`src/sv/date_add_subtract_days_unit_assert.svh`:
```
// Assertion macros for the date add/subtract days unit.
// Expects clk and rst in the scope of the file that includes it.
`ifndef DATE_ADD_SUBTRACT_DAYS_UNIT_ASSERT_SVH
`define DATE_ADD_SUBTRACT_DAYS_UNIT_ASSERT_SVH

// Antecedent in this cycle, consequent in the next.
`define DASD_ASSERT_NEXT(lbl, ante, cons, msg) \
  lbl: assert property (@(posedge clk) disable iff (rst) (ante) |=> (cons)) \
    else $error(msg);

// Antecedent and consequent in the same cycle.
`define DASD_ASSERT_NOW(lbl, ante, cons, msg) \
  lbl: assert property (@(posedge clk) disable iff (rst) (ante) |-> (cons)) \
    else $error(msg);

`endif

```
`src/sv/dasd_pkg.sv`:
```
// Shared types, constants and calendar helpers for the date add/subtract days unit.
// Used by dasd_datapath and date_add_subtract_days_unit; depends on nothing.
package dasd_pkg;

  localparam int DAY_W  = 5;
  localparam int MON_W  = 4;
  localparam int YEAR_W = 14;
  localparam int ST_W   = 2;
  localparam int CNT_FIELD_W = 16;

  localparam logic [YEAR_W-1:0] YEAR_MAX = 14'd9999;
  localparam logic [YEAR_W-1:0] YEAR_MIN = 14'd0;
  localparam logic [MON_W-1:0]  MON_JAN  = 4'd1;
  localparam logic [MON_W-1:0]  MON_FEB  = 4'd2;
  localparam logic [MON_W-1:0]  MON_APR  = 4'd4;
  localparam logic [MON_W-1:0]  MON_JUN  = 4'd6;
  localparam logic [MON_W-1:0]  MON_SEP  = 4'd9;
  localparam logic [MON_W-1:0]  MON_NOV  = 4'd11;
  localparam logic [MON_W-1:0]  MON_DEC  = 4'd12;
  localparam logic [DAY_W-1:0]  DAY_FIRST = 5'd1;
  localparam logic [DAY_W-1:0]  LEN_LONG  = 5'd31;
  localparam logic [DAY_W-1:0]  LEN_SHORT = 5'd30;
  localparam logic [DAY_W-1:0]  LEN_LEAP  = 5'd29;
  localparam logic [DAY_W-1:0]  LEN_FEB   = 5'd28;

  localparam logic [ST_W-1:0] ST_OK      = 2'd0;
  localparam logic [ST_W-1:0] ST_INVALID = 2'd1;
  localparam logic [ST_W-1:0] ST_RANGE   = 2'd2;

  localparam logic CMD_ADD = 1'b0;
  localparam logic CMD_SUB = 1'b1;

  // Microprogram step addresses.
  localparam int PC_W = 2;
  localparam logic [PC_W-1:0] PC_FETCH = 2'd0;
  localparam logic [PC_W-1:0] PC_CHECK = 2'd1;
  localparam logic [PC_W-1:0] PC_WALK  = 2'd2;
  localparam logic [PC_W-1:0] PC_EMIT  = 2'd3;

  // Jump conditions.
  localparam int COND_W = 3;
  localparam logic [COND_W-1:0] COND_ALWAYS  = 3'd0;
  localparam logic [COND_W-1:0] COND_IN      = 3'd1;
  localparam logic [COND_W-1:0] COND_BAD     = 3'd2;
  localparam logic [COND_W-1:0] COND_END     = 3'd3;
  localparam logic [COND_W-1:0] COND_OUTFREE = 3'd4;

  typedef struct packed {
    logic              take;
    logic              check;
    logic              walk;
    logic              emit;
    logic [COND_W-1:0] cond;
    logic [PC_W-1:0]   jt;
    logic [PC_W-1:0]   jf;
  } ucode_t;

  typedef struct packed {
    logic load;
    logic check;
    logic walk;
  } dp_ctrl_t;

  typedef struct packed {
    logic bad;
    logic done;
  } dp_flags_t;

  function automatic logic [DAY_W-1:0] days_in(input logic [MON_W-1:0] m,
                                               input logic [YEAR_W-1:0] y);
    logic [DAY_W-1:0] len;
    case (m) inside
      MON_FEB:                         len = (y[1:0] == 2'b00) ? LEN_LEAP : LEN_FEB;
      MON_APR, MON_JUN, MON_SEP, MON_NOV: len = LEN_SHORT;
      default:                         len = LEN_LONG;
    endcase
    return len;
  endfunction

  // Control store: one word per step.
  function automatic ucode_t ucode(input logic [PC_W-1:0] pc);
    ucode_t w;
    unique case (pc)
      PC_FETCH: w = '{take: 1'b1, check: 1'b0, walk: 1'b0, emit: 1'b0,
                      cond: COND_IN, jt: PC_CHECK, jf: PC_FETCH};
      PC_CHECK: w = '{take: 1'b0, check: 1'b1, walk: 1'b0, emit: 1'b0,
                      cond: COND_BAD, jt: PC_EMIT, jf: PC_WALK};
      PC_WALK:  w = '{take: 1'b0, check: 1'b0, walk: 1'b1, emit: 1'b0,
                      cond: COND_END, jt: PC_EMIT, jf: PC_WALK};
      PC_EMIT:  w = '{take: 1'b0, check: 1'b0, walk: 1'b0, emit: 1'b1,
                      cond: COND_OUTFREE, jt: PC_FETCH, jf: PC_EMIT};
      default:  w = '{take: 1'b0, check: 1'b0, walk: 1'b0, emit: 1'b0,
                      cond: COND_ALWAYS, jt: PC_FETCH, jf: PC_FETCH};
    endcase
    return w;
  endfunction

endpackage

```
`src/sv/dasd_datapath.sv`:
```
// Date registers, day counter and one-day step logic for the date unit.
// Driven by the microsequencer in date_add_subtract_days_unit; uses dasd_pkg.
module dasd_datapath #(
  parameter int CntW = 16
) (
  input  logic                             clk,
  input  dasd_pkg::dp_ctrl_t               ctrl,
  input  logic                             command,
  input  logic [dasd_pkg::DAY_W-1:0]       start_day,
  input  logic [dasd_pkg::MON_W-1:0]       start_month,
  input  logic [dasd_pkg::YEAR_W-1:0]      start_year,
  input  logic [dasd_pkg::CNT_FIELD_W-1:0] day_count,
  output dasd_pkg::dp_flags_t              flags,
  output logic [dasd_pkg::DAY_W-1:0]       res_day,
  output logic [dasd_pkg::MON_W-1:0]       res_month,
  output logic [dasd_pkg::YEAR_W-1:0]      res_year,
  output logic [dasd_pkg::ST_W-1:0]        res_status
);

  logic                        cmd;
  logic [dasd_pkg::DAY_W-1:0]  d0, d, d_next;
  logic [dasd_pkg::MON_W-1:0]  m0, m, m_next;
  logic [dasd_pkg::YEAR_W-1:0] y0, y, y_next;
  logic [CntW-1:0]             cnt;
  logic [dasd_pkg::ST_W-1:0]   st;
  logic                        range_hit;
  logic                        cnt_zero;
  logic [dasd_pkg::DAY_W-1:0]  len_cur;
  logic [dasd_pkg::DAY_W-1:0]  len_prev;

  assign len_cur  = dasd_pkg::days_in(m, y);
  assign len_prev = dasd_pkg::days_in(m - dasd_pkg::MON_W'(1), y);
  assign cnt_zero = (cnt == '0);

  // Next date one day forward or back, and the year-range edge.
  always_comb begin
    d_next    = d;
    m_next    = m;
    y_next    = y;
    range_hit = 1'b0;
    if (cmd == dasd_pkg::CMD_ADD) begin
      if (d == len_cur) begin
        d_next = dasd_pkg::DAY_FIRST;
        if (m == dasd_pkg::MON_DEC) begin
          range_hit = (y == dasd_pkg::YEAR_MAX);
          m_next    = dasd_pkg::MON_JAN;
          y_next    = y + dasd_pkg::YEAR_W'(1);
        end else begin
          m_next = m + dasd_pkg::MON_W'(1);
        end
      end else begin
        d_next = d + dasd_pkg::DAY_W'(1);
      end
    end else begin
      if (d == dasd_pkg::DAY_FIRST) begin
        if (m == dasd_pkg::MON_JAN) begin
          range_hit = (y == dasd_pkg::YEAR_MIN);
          m_next    = dasd_pkg::MON_DEC;
          y_next    = y - dasd_pkg::YEAR_W'(1);
          d_next    = dasd_pkg::LEN_LONG;
        end else begin
          m_next = m - dasd_pkg::MON_W'(1);
          d_next = len_prev;
        end
      end else begin
        d_next = d - dasd_pkg::DAY_W'(1);
      end
    end
  end

  assign flags.bad  = (m == '0) || (m > dasd_pkg::MON_DEC) || (y > dasd_pkg::YEAR_MAX)
                   || (d == '0) || (d > len_cur);
  assign flags.done = cnt_zero || range_hit;

  always_ff @(posedge clk) begin
    if (ctrl.load) begin
      cmd <= command;
      d0  <= start_day;
      m0  <= start_month;
      y0  <= start_year;
      d   <= start_day;
      m   <= start_month;
      y   <= start_year;
      cnt <= day_count[CntW-1:0];
      st  <= dasd_pkg::ST_OK;
    end else if (ctrl.check) begin
      if (flags.bad) begin
        st <= dasd_pkg::ST_INVALID;
      end
    end else if (ctrl.walk && !cnt_zero) begin
      if (range_hit) begin
        st <= dasd_pkg::ST_RANGE;
      end else begin
        d   <= d_next;
        m   <= m_next;
        y   <= y_next;
        cnt <= cnt - CntW'(1);
      end
    end
  end

  // On any error, hand back the start date.
  assign res_status = st;
  assign res_day    = (st == dasd_pkg::ST_OK) ? d : d0;
  assign res_month  = (st == dasd_pkg::ST_OK) ? m : m0;
  assign res_year   = (st == dasd_pkg::ST_OK) ? y : y0;

endmodule

```
`src/sv/date_add_subtract_days_unit.sv`:
```
// Top level of the date add/subtract days unit: microsequencer and result register.
// Uses dasd_pkg, dasd_datapath and date_add_subtract_days_unit_assert.svh.

// Moves a calendar date forward (command 0) or back (command 1) by day_count days,
// one day per clock, with February at 29 days in every year divisible by 4.
// Only the low COUNT_WIDTH bits of day_count are used (all 16 when COUNT_WIDTH >= 16).
// An item goes from its transfer to the next input transfer through one fetch step,
// one validity check, the day-walk step, repeated until the masked day count runs
// out, and one step to load the result register; the load step also waits while an
// earlier result is still held. A bad start date skips the walk: the check step goes
// straight to the load step. A year carried outside 0..9999 stops the walk and
// returns status 2. Both echo the start date.
// The result register lets the next item be taken while a result waits.
module date_add_subtract_days_unit #(
  parameter int COUNT_WIDTH = 16
) (
  input  logic                             clk,
  input  logic                             rst,
  input  logic                             in_valid,
  output logic                             in_ready,
  input  logic                             command,
  input  logic [dasd_pkg::DAY_W-1:0]       start_day,
  input  logic [dasd_pkg::MON_W-1:0]       start_month,
  input  logic [dasd_pkg::YEAR_W-1:0]      start_year,
  input  logic [dasd_pkg::CNT_FIELD_W-1:0] day_count,
  output logic                             out_valid,
  input  logic                             out_ready,
  output logic [dasd_pkg::DAY_W-1:0]       end_day,
  output logic [dasd_pkg::MON_W-1:0]       end_month,
  output logic [dasd_pkg::YEAR_W-1:0]      end_year,
  output logic [dasd_pkg::ST_W-1:0]        status
);

  localparam int CntW = (COUNT_WIDTH < dasd_pkg::CNT_FIELD_W) ? COUNT_WIDTH
                                                               : dasd_pkg::CNT_FIELD_W;

  logic [dasd_pkg::PC_W-1:0]   pc, pc_next;
  dasd_pkg::ucode_t            word;
  dasd_pkg::dp_ctrl_t          ctrl;
  dasd_pkg::dp_flags_t         flags;
  logic                        cond_true;
  logic                        out_free;
  logic                        out_load;
  logic [dasd_pkg::DAY_W-1:0]  res_day;
  logic [dasd_pkg::MON_W-1:0]  res_month;
  logic [dasd_pkg::YEAR_W-1:0] res_year;
  logic [dasd_pkg::ST_W-1:0]   res_status;

  assign word     = dasd_pkg::ucode(pc);
  assign out_free = !out_valid || out_ready;
  assign in_ready = word.take;
  assign out_load = word.emit && out_free;

  assign ctrl.load  = in_valid && word.take;
  assign ctrl.check = word.check;
  assign ctrl.walk  = word.walk;

  always_comb begin
    unique case (word.cond)
      dasd_pkg::COND_ALWAYS:  cond_true = 1'b1;
      dasd_pkg::COND_IN:      cond_true = in_valid;
      dasd_pkg::COND_BAD:     cond_true = flags.bad;
      dasd_pkg::COND_END:     cond_true = flags.done;
      dasd_pkg::COND_OUTFREE: cond_true = out_free;
      default:                cond_true = 1'b1;
    endcase
    pc_next = cond_true ? word.jt : word.jf;
  end

  always_ff @(posedge clk) begin
    if (rst) begin
      pc <= dasd_pkg::PC_FETCH;
    end else begin
      pc <= pc_next;
    end
  end

  dasd_datapath #(
    .CntW (CntW)
  ) u_datapath (
    .clk         (clk),
    .ctrl        (ctrl),
    .command     (command),
    .start_day   (start_day),
    .start_month (start_month),
    .start_year  (start_year),
    .day_count   (day_count),
    .flags       (flags),
    .res_day     (res_day),
    .res_month   (res_month),
    .res_year    (res_year),
    .res_status  (res_status)
  );

  // Result register: hold until the output transfer.
  always_ff @(posedge clk) begin
    if (rst) begin
      out_valid <= 1'b0;
    end else if (out_load) begin
      out_valid <= 1'b1;
    end else if (out_ready) begin
      out_valid <= 1'b0;
    end
  end

  always_ff @(posedge clk) begin
    if (out_load) begin
      end_day   <= res_day;
      end_month <= res_month;
      end_year  <= res_year;
      status    <= res_status;
    end
  end

`include "date_add_subtract_days_unit_assert.svh"

  `DASD_ASSERT_NEXT(a_take_to_check, in_valid && in_ready, pc == dasd_pkg::PC_CHECK, "input transfer did not start the check step")
  `DASD_ASSERT_NEXT(a_walk_holds, pc == dasd_pkg::PC_WALK && !flags.done, pc == dasd_pkg::PC_WALK, "walk left before the count ran out")
  `DASD_ASSERT_NEXT(a_emit_loads, pc == dasd_pkg::PC_EMIT && out_free, out_valid && pc == dasd_pkg::PC_FETCH, "emit step did not load the result")
  `DASD_ASSERT_NOW(a_ready_only_fetch, in_ready, pc == dasd_pkg::PC_FETCH, "input ready outside the fetch step")

endmodule
```
`config.mk`:
```
export PLATFORM = sky130hd
export DESIGN_NAME = date_add_subtract_days_unit
export DESIGN_NICKNAME = d
export VERILOG_FILES = /design/src/sv/dasd_pkg.sv /design/src/sv/dasd_datapath.sv /design/src/sv/date_add_subtract_days_unit.sv
export VERILOG_INCLUDE_DIRS = /design/src /design/src/sv
export SDC_FILE = /design/constraint.sdc
export NUM_CORES = 1
export LEC_CHECK = 0
export BUFFER_PORTS_ARGS = -buffer_cell sky130_fd_sc_hd__buf_2
export CAP_MARGIN = 15
export CORE_ASPECT_RATIO = 1.5
export CORE_MARGIN = 2
export CORE_UTILIZATION = 29
export CTS_BUF_LIST = sky130_fd_sc_hd__clkbuf_16
export CTS_CLUSTER_SIZE = 20
export DETAILED_ROUTE_END_ITERATION = 12
export PLACE_DENSITY = 0.45
export SKIP_CTS_REPAIR_TIMING = 1
export SLEW_MARGIN = 20
export SYNTH_ARGS = -nofsm -noshare
export SYNTH_HDL_FRONTEND = slang
export SYNTH_SLANG_ARGS = --single-unit
```
`constraint.sdc`:
```
create_clock -name clk -period 8.65 [get_ports clk]
set_clock_uncertainty 0.1 [all_clocks]
set_input_delay 0.4325 -clock clk [delete_from_list [all_inputs] [get_ports clk]]
set_output_delay 0.4325 -clock clk [all_outputs]
set_load 0.02 [all_outputs]
```
# Word level (Yosys, flattened, before mapping)
# Cells that the tools add are included.
[op_classes]
n_mux = 52
magnitude_cmp = 3
n_mul = 0
n_shift = 0
reduce_logical = 30
add_sub_neg = 7
div = 0
bitwise = 0
n_eq_ne = 27
[op_table]
columns = ["op", "count"]
rows = [
  ["$mux 14", 10],
  ["$mux 16", 4],
  ["$mux 5", 11],
  ["$pmux 11 s4", 1],
  ["$mux 4", 10],
  ["$eq 4x4->1 const B", 5],
  ["$eq 4x3->1 const B", 4],
  ["$logic_not 16->1", 1],
  ["$sub 16x1->16 const B", 1],
  ["$add 14x1->14 const B", 1],
  ["$eq 14x14->1 const B", 1],
  ["$gt 14x14->1 const B", 1],
  ["$logic_not 14->1", 1],
  ["$sub 14x1->14 const B", 1],
  ["$mux 1", 10],
  ["$mux 2", 5],
  ["$eq 4x2->1 const B", 2],
  ["$reduce_bool 2->1", 4],
  ["$reduce_or 4->1", 2],
  ["$reduce_and 7->1", 1],
  ["$eq 3x2->1 const B", 2],
  ["$logic_not 2->1", 3],
  ["$logic_or 1x1->1", 6],
  ["$ne 3x3->1 const B", 2],
  ["other kinds (23)", 30],
]
[totals]
out_inout_bits = 27
input_bits = 44
memories = 0
latchBits = 0
romBits = 0
ff_bits = 93
mem_bits_rw = 0

# Longest topological paths before layout
[depth]
ltp_word = 12
depth_mapped = 13
ltp_nobuf = 12

# Cells and area by module
# A second synthesis with hierarchy kept.
[hier_totals]
cells_unflattened = 475
hier_area_um2 = 5277.6
[by_module_without_submodules]
columns = ["mod", "seq_area_each_um2", "cells_per_inst", "instances", "area_each_um2"]
rows = [
  ["dasd_datapath", 1931.9, 422, 1, 4272.8],
  ["date_add_subtract_days_unit", 810.8, 53, 1, 1004.7],
]

# Worst setup path before layout
# Ideal clock, no wire load.
[synth_path]
path_type = "reg2reg"
startpoint = "reg u_datapath.m[0] (netlist name)"
endpoint = "reg u_datapath.y[0] (netlist name), enable pin"
arrival_ps = 2993
period_less_slack_ps = 3484
setup_ps = 390
path_slack_ps = 5166
path_buffers = 1
path_stages_with_launch = 13
cell_sequence = "edfxtp_1 inv_1 ha_1 clkbuf_1 nor2_1 nor2_1 a221oi_1 ha_1 nand2_1 nor2b_1 mux2i_1 a211o_1 o22ai_1"
[synth_between]
elab_chain_len = 9
word_cells_on_any_way = 21
cone_classes = "eq/ne: 10; mux: 7; reduce/logical: 4"
[synth_rtl]
columns = ["item", "line", "rtl"]
rows = [
  ["start: declaration", "dasd_datapath.sv:22", "logic [dasd_pkg::MON_W-1:0] m0, m, m_next;"],
  ["start signal: assignment", "dasd_datapath.sv:82", "m <= start_month;"],
  ["start signal: assignment", "dasd_datapath.sv:95", "m <= m_next;"],
  ["$eq 4x4->1 or $eq 4x3->1 (tied branches)", "dasd_datapath.sv:31", "assign len_cur = dasd_pkg::days_in(m, y);"],
  ["$reduce_or 4->1", "dasd_pkg.sv:72", "case (m) inside"],
  ["$mux 1", "dasd_pkg.sv:72", ""],
  ["$mux 5", "dasd_pkg.sv:72", ""],
  ["$eq 5x5->1", "dasd_datapath.sv:42", "if (d == len_cur) begin"],
  ["$mux 1", "dasd_datapath.sv:42", ""],
  ["$mux 1", "dasd_datapath.sv:41", "if (cmd == dasd_pkg::CMD_ADD) begin"],
  ["$ne 2x2->1 (no source line)", "--", ""],
  ["$reduce_and 7->1 (no source line) *", "--", ""],
  ["end signal: assignment", "dasd_datapath.sv:83", "y <= start_year;"],
  ["end signal: assignment", "dasd_datapath.sv:96", "y <= y_next;"],
  ["end: declaration", "dasd_datapath.sv:23", "logic [dasd_pkg::YEAR_W-1:0] y0, y, y_next;"],
]
# Every way passes the cells marked *; elsewhere a longest branch is shown, timed or not.
# A chain may end at the register's enable or synchronous reset.

# Worst setup path in the final report
[layout_path]
startpoint = "reg u_datapath.m[0] (netlist name)"
endpoint = "reg u_datapath.y[13] (netlist name), enable pin"
# The elaborated chain is that of the path after synthesis.

==> results_tabular.tex <==
\begin{tabular}{lr}
\hline
Metric & Value \\
\hline
\multicolumn{2}{l}{\textbf{Run status}} \\
\quad Outcome & finished clean \\
\multicolumn{2}{l}{\textbf{Routing}} \\
\quad Average detailed-routed wire length per instance & 17.0 µm \\
\quad DRC & 0 \\
\quad Amount of wire on met3 after detailed routing & approximately 470 µm \\
\quad Total wirelength of the detailed-routed design & between 10 and 15 mm \\
\quad Number of iterations in the first detailed-routing pass & 4 \\
\quad DRC violation total after the first TritonRoute iteration & approximately 110 \\
\quad Number of vias per cell after detailed routing & between 5 and 6 \\
\quad Routed length on met2 & between 6 and 7 mm \\
\quad Via Count & roughly 3800 \\
\quad Post-DRT Antenna Nets & 0 \\
\quad Highest metal layer with signal wires & met4 \\
\quad Total routed wire length on the met1 layer & 5.27 mm \\
\multicolumn{2}{l}{\textbf{Clock tree}} \\
\quad Root buffer cell & clkbuf\_16 \\
\quad Latest clock arrival within the worst-skew pair & between 0.3 and 0.4 ns \\
\quad Max H-tree Level & 3 \\
\quad Clock tree from TritonCTS & done \\
\quad Number of sinks handled by clock tree synthesis & 93 \\
\quad Clock-pin slew of the registers on the worst-case setup and hold paths & roughly 0.07 ns \\
\quad Number of CTS-inserted buffers & 9 \\
\quad Maximum buffer depth of the clock tree & 2 \\
\multicolumn{2}{l}{\textbf{Placed design}} \\
\quad Count of port buffers added during placement & 70 \\
\quad Half-perimeter wire length after placement & 9.13 mm \\
\quad Routability Congestion & 0.817 \\
\quad Cell Count Post-Placement & approximately 740 \\
\quad Post-Place Cell Area & 5870 µm² \\
\multicolumn{2}{l}{\textbf{Timing}} \\
\quad Max-slew violation count & 0 \\
\quad Slew Limit Headroom & a little over two fifths \\
\quad Number of failing hold endpoints at the final stage & 0 \\
\quad Number of failing setup endpoints in the final timing report & 0 \\
\quad Tmin final & 3.74 ns \\
\quad Period utilisation layout & around 43\% \\
\quad RSZ-0062 raised after global routing & no \\
\quad Final TNS setup & 0 ns \\
\quad Actual slew at the worst max-slew pin & roughly 0.86 ns \\
\quad Achievable clock frequency & roughly 270 MHz \\
\multicolumn{2}{l}{\textbf{Synthesis}} \\
\quad Library cell occupying the most area in the post-synthesis netlist & edfxtp\_1 \\
\quad Fraction of the mapped netlist area in simple logic gates & a little over an eighth \\
\quad Unique cell type count in the Yosys netlist & approximately 60 \\
\quad Async set-reset flop share out of synthesis & 0\% \\
\quad Synthesized netlist net count & roughly 550 \\
\quad Area fraction in compound gates after synthesis & 13.1\% \\
\quad Combinational family with the most area after synthesis & simple AND/OR/NAND/NOR gates \\
\quad Yosys synthesis warning count & 0 \\
\quad EDFF count, synth & 88 \\
\quad Flip-flop and latch count after synthesis & slightly above 90 \\
\quad Share of synthesized area spent on multiplexers & under 10\% \\
\quad Netlist Area Pre-Place & roughly 5300 µm² \\
\quad Area share of xor/xnor cells in the synthesized design & 5.48\% \\
\quad Synthesized-area fraction occupied by adder cells & 7.50\% \\
\quad Most area-consuming cells after synthesis & edfxtp\_1 50\%, ha\_1 7.1\%, mux2\_2 4.9\% \\
\quad Area fraction of the dominant cell type after synthesis & roughly half \\
\quad Gate count of the mapped netlist & approximately 470 \\
\quad Sequential element share of the synthesized area & around 52\% \\
\quad Commonest register cell after synthesis & edfxtp\_1 \\
\quad Syn avg cell area & approximately 11 µm² \\
\multicolumn{2}{l}{\textbf{Worst hold path}} \\
\quad Startpoint of the lowest-slack hold path & command \\
\quad Cell depth of the worst hold path & 1 \\
\quad Class of the tightest hold or removal check & in -> reg \\
\quad Hold Crit Endpoint & u\_datapath.cmd\$\_DFFE\_PP\_ \\
\multicolumn{2}{l}{\textbf{Setup path}} \\
\quad Maximum fanout encountered on the critical timing path & 14 \\
\quad Reg2Reg Capture Point & u\_datapath.y[13]\$\_DFFE\_PP\_ \\
\quad Type of origin of the critical path & flip-flop \\
\quad Critical path class & reg -> reg \\
\quad Arrival time of the worst setup path & around 3.6 ns \\
\quad Worst setup slack for register-to-register paths & a little under 5 ns \\
\quad Data required time at the worst endpoint & 8.52 ns \\
\quad CP endpoint kind & flip-flop \\
\quad Beginning of the worst register-to-register path & u\_datapath.m[0]\$\_DFFE\_PP\_ \\
\quad Count of cells along the worst register-to-register path & 11 \\
\multicolumn{2}{l}{\textbf{Power}} \\
\quad Leakage & 2.32 nW \\
\quad PwrDens & 345 nW/µm² \\
\quad Worst IR drop on VDD & around 0.00013 V \\
\multicolumn{2}{l}{\textbf{Floorplan}} \\
\quad Standard-cell rows & 60 \\
\quad Die area & between 15000 and 20000 µm² \\
\quad Initial core utilization & 29.5\% \\
\quad DIE HEIGHT & roughly 170 µm \\
\quad Die outline width & between 100 and 150 µm \\
\quad Area of the placeable core & around 18000 µm² \\
\quad Total I/O pin count & between 70 and 80 \\
\multicolumn{2}{l}{\textbf{Global route}} \\
\quad Total Routing Usage GR & 13.8\% \\
\quad Number of global-route vias before repair & between 3000 and 4000 \\
\quad Overflow after GRT & 0 \\
\quad Maximum number of pins on one net before global-route repair & 39 \\
\quad Wire length of the first global-routing pass & 20.7 mm \\
\quad Antenna violations before repair & 1 \\
\multicolumn{2}{l}{\textbf{Cells and area}} \\
\quad Highest-count cells in the layout ignoring fill and taps & 88 x edfxtp\_1, 70 x buf\_2, 42 x nand2\_1 \\
\quad Area growth, synth to finish & 16.7\% \\
\quad Area of all placed cells without fillers & 6150 µm² \\
\quad Most common cell after layout, fill and taps aside & edfxtp\_1 \\
\quad Net count reported at finish & 613 \\
\quad Post-Layout Cell Count & 761 \\
\quad Share of cells above drive strength 1 & 22.5\% \\
\multicolumn{2}{l}{\textbf{Run}} \\
\quad Maxcap violations & 0 \\
\hline
\end{tabular}
[layout make-up]
type                            instances  area (µm²)
Multi-Input combinational cell        342        2400
Tap cell                              217         272
Timing Repair Buffer                   75         388
Sequential cell                        93        2740
Inverter                               17        63.8
Antenna cell                            1        2.50
Fill cell                            1842       11700
Clock inverter                          7        58.8
Clock buffer                            9         225
[logic make-up (layout without fill, tap and decap cells)]
kind of cell,after synthesis,in the layout
AND/OR/NAND/NOR,142,142
AO/OA/AOI/OAI,109,109
flip-flops,93,93
buffers and inverters,38,108
XOR/XNOR,33,33
adder cells (fa/ha/maj),31,31
multiplexers,27,27
other,0,1
[state kept, by name, indices dropped and copies added (netlist names)]
signal	flops
out_valid	1
u_datapath.y	14
u_datapath.m0	4
end_year	14
status	2
u_datapath.cnt	16
u_datapath.m	4
end_day	5
u_datapath.d0	5
u_datapath.y0	14
u_datapath.cmd	1
u_datapath.d	5
pc	2
end_month	4
u_datapath.res_status	2
[how the worst max path moves through the flow]
stage / from / end / slack, ns / cells after the start
6_report: u_datapath.m[0]$_DFFE_PP_ / u_datapath.y[13]$_DFFE_PP_ / 4.91 / 11
5_1_grt: u_datapath.m[0]$_DFFE_PP_ / u_datapath.y[13]$_DFFE_PP_ / 4.65 / 11
4_1_cts: u_datapath.m[0]$_DFFE_PP_ / u_datapath.y[10]$_DFFE_PP_ / 4.91 / 11
3_5_place_dp: u_datapath.m[0]$_DFFE_PP_ / u_datapath.y[5]$_DFFE_PP_ / 4.93 / 11
3_3_place_gp: u_datapath.m[0]$_DFFE_PP_ / u_datapath.y[4]$_DFFE_PP_ / 5.07 / 11
2_1_floorplan: u_datapath.m[0]$_DFFE_PP_ / u_datapath.y[0]$_DFFE_PP_ / 5.17 / 12
[synth_stat cells, types with 4 or more instances]
cell      instances
edfxtp_1         88
nand2_1          42
nor2_1           37
ha_1             30
a21oi_1          26
o21ai_0          25
mux2_2           23
xnor2_1          18
inv_1            17
xor2_1           15
clkbuf_1         12
o21ai_1          12
nand3_1          10
nor4_1            8
nor3_1            7
a21o_1            6
and3_1            6
dfxtp_1           5
nand2b_1          5
nor2b_1           5
o21a_1            5
a31oi_1           4
and2_1            4
buf_1             4
buf_2             4
nand4_1           4
[power by group]
| part | internal (mW) | total [mW] | switching (mW) |
|---|---|---|---|
| logic | 0.375 | 0.876 | 0.502 |
| registers | 0.715 | 0.850 | 0.135 |
| clock network | 0.220 | 0.394 | 0.174 |
[stage by stage]
step	hold slack, ns	util, %	power (mW)	setup slack, ns
floorplan	0.326	-	1.50	5.17
global placement	0.409	32.8	1.73	5.07
detailed placement	0.399	32.8	1.74	4.93
CTS	0.146	34.4	2.15	4.91
global route	0.153	34.4	2.29	4.65
finish	0.163	34.4	2.12	4.91
[critical path, cell delays in order (launching register included)]
cell      delay (ns)
edfxtp_1        0.50
inv_1           0.17
ha_1            0.41
nor2_1          0.09
nor2_1          0.09
a221oi_1        0.10
ha_1            0.32
nand2_1         0.06
nor2b_1         0.33
mux2i_1         0.21
a211o_1         0.33
o22ai_2         0.63
[per-layer routing]
metal  up-vias  track usage [%]
met4         0             4.67
met5         -                0
li1       1873                -
met3        12             3.11
met2        67             25.2
met1      1872             15.8
Power figures use the tool's default switching activity.
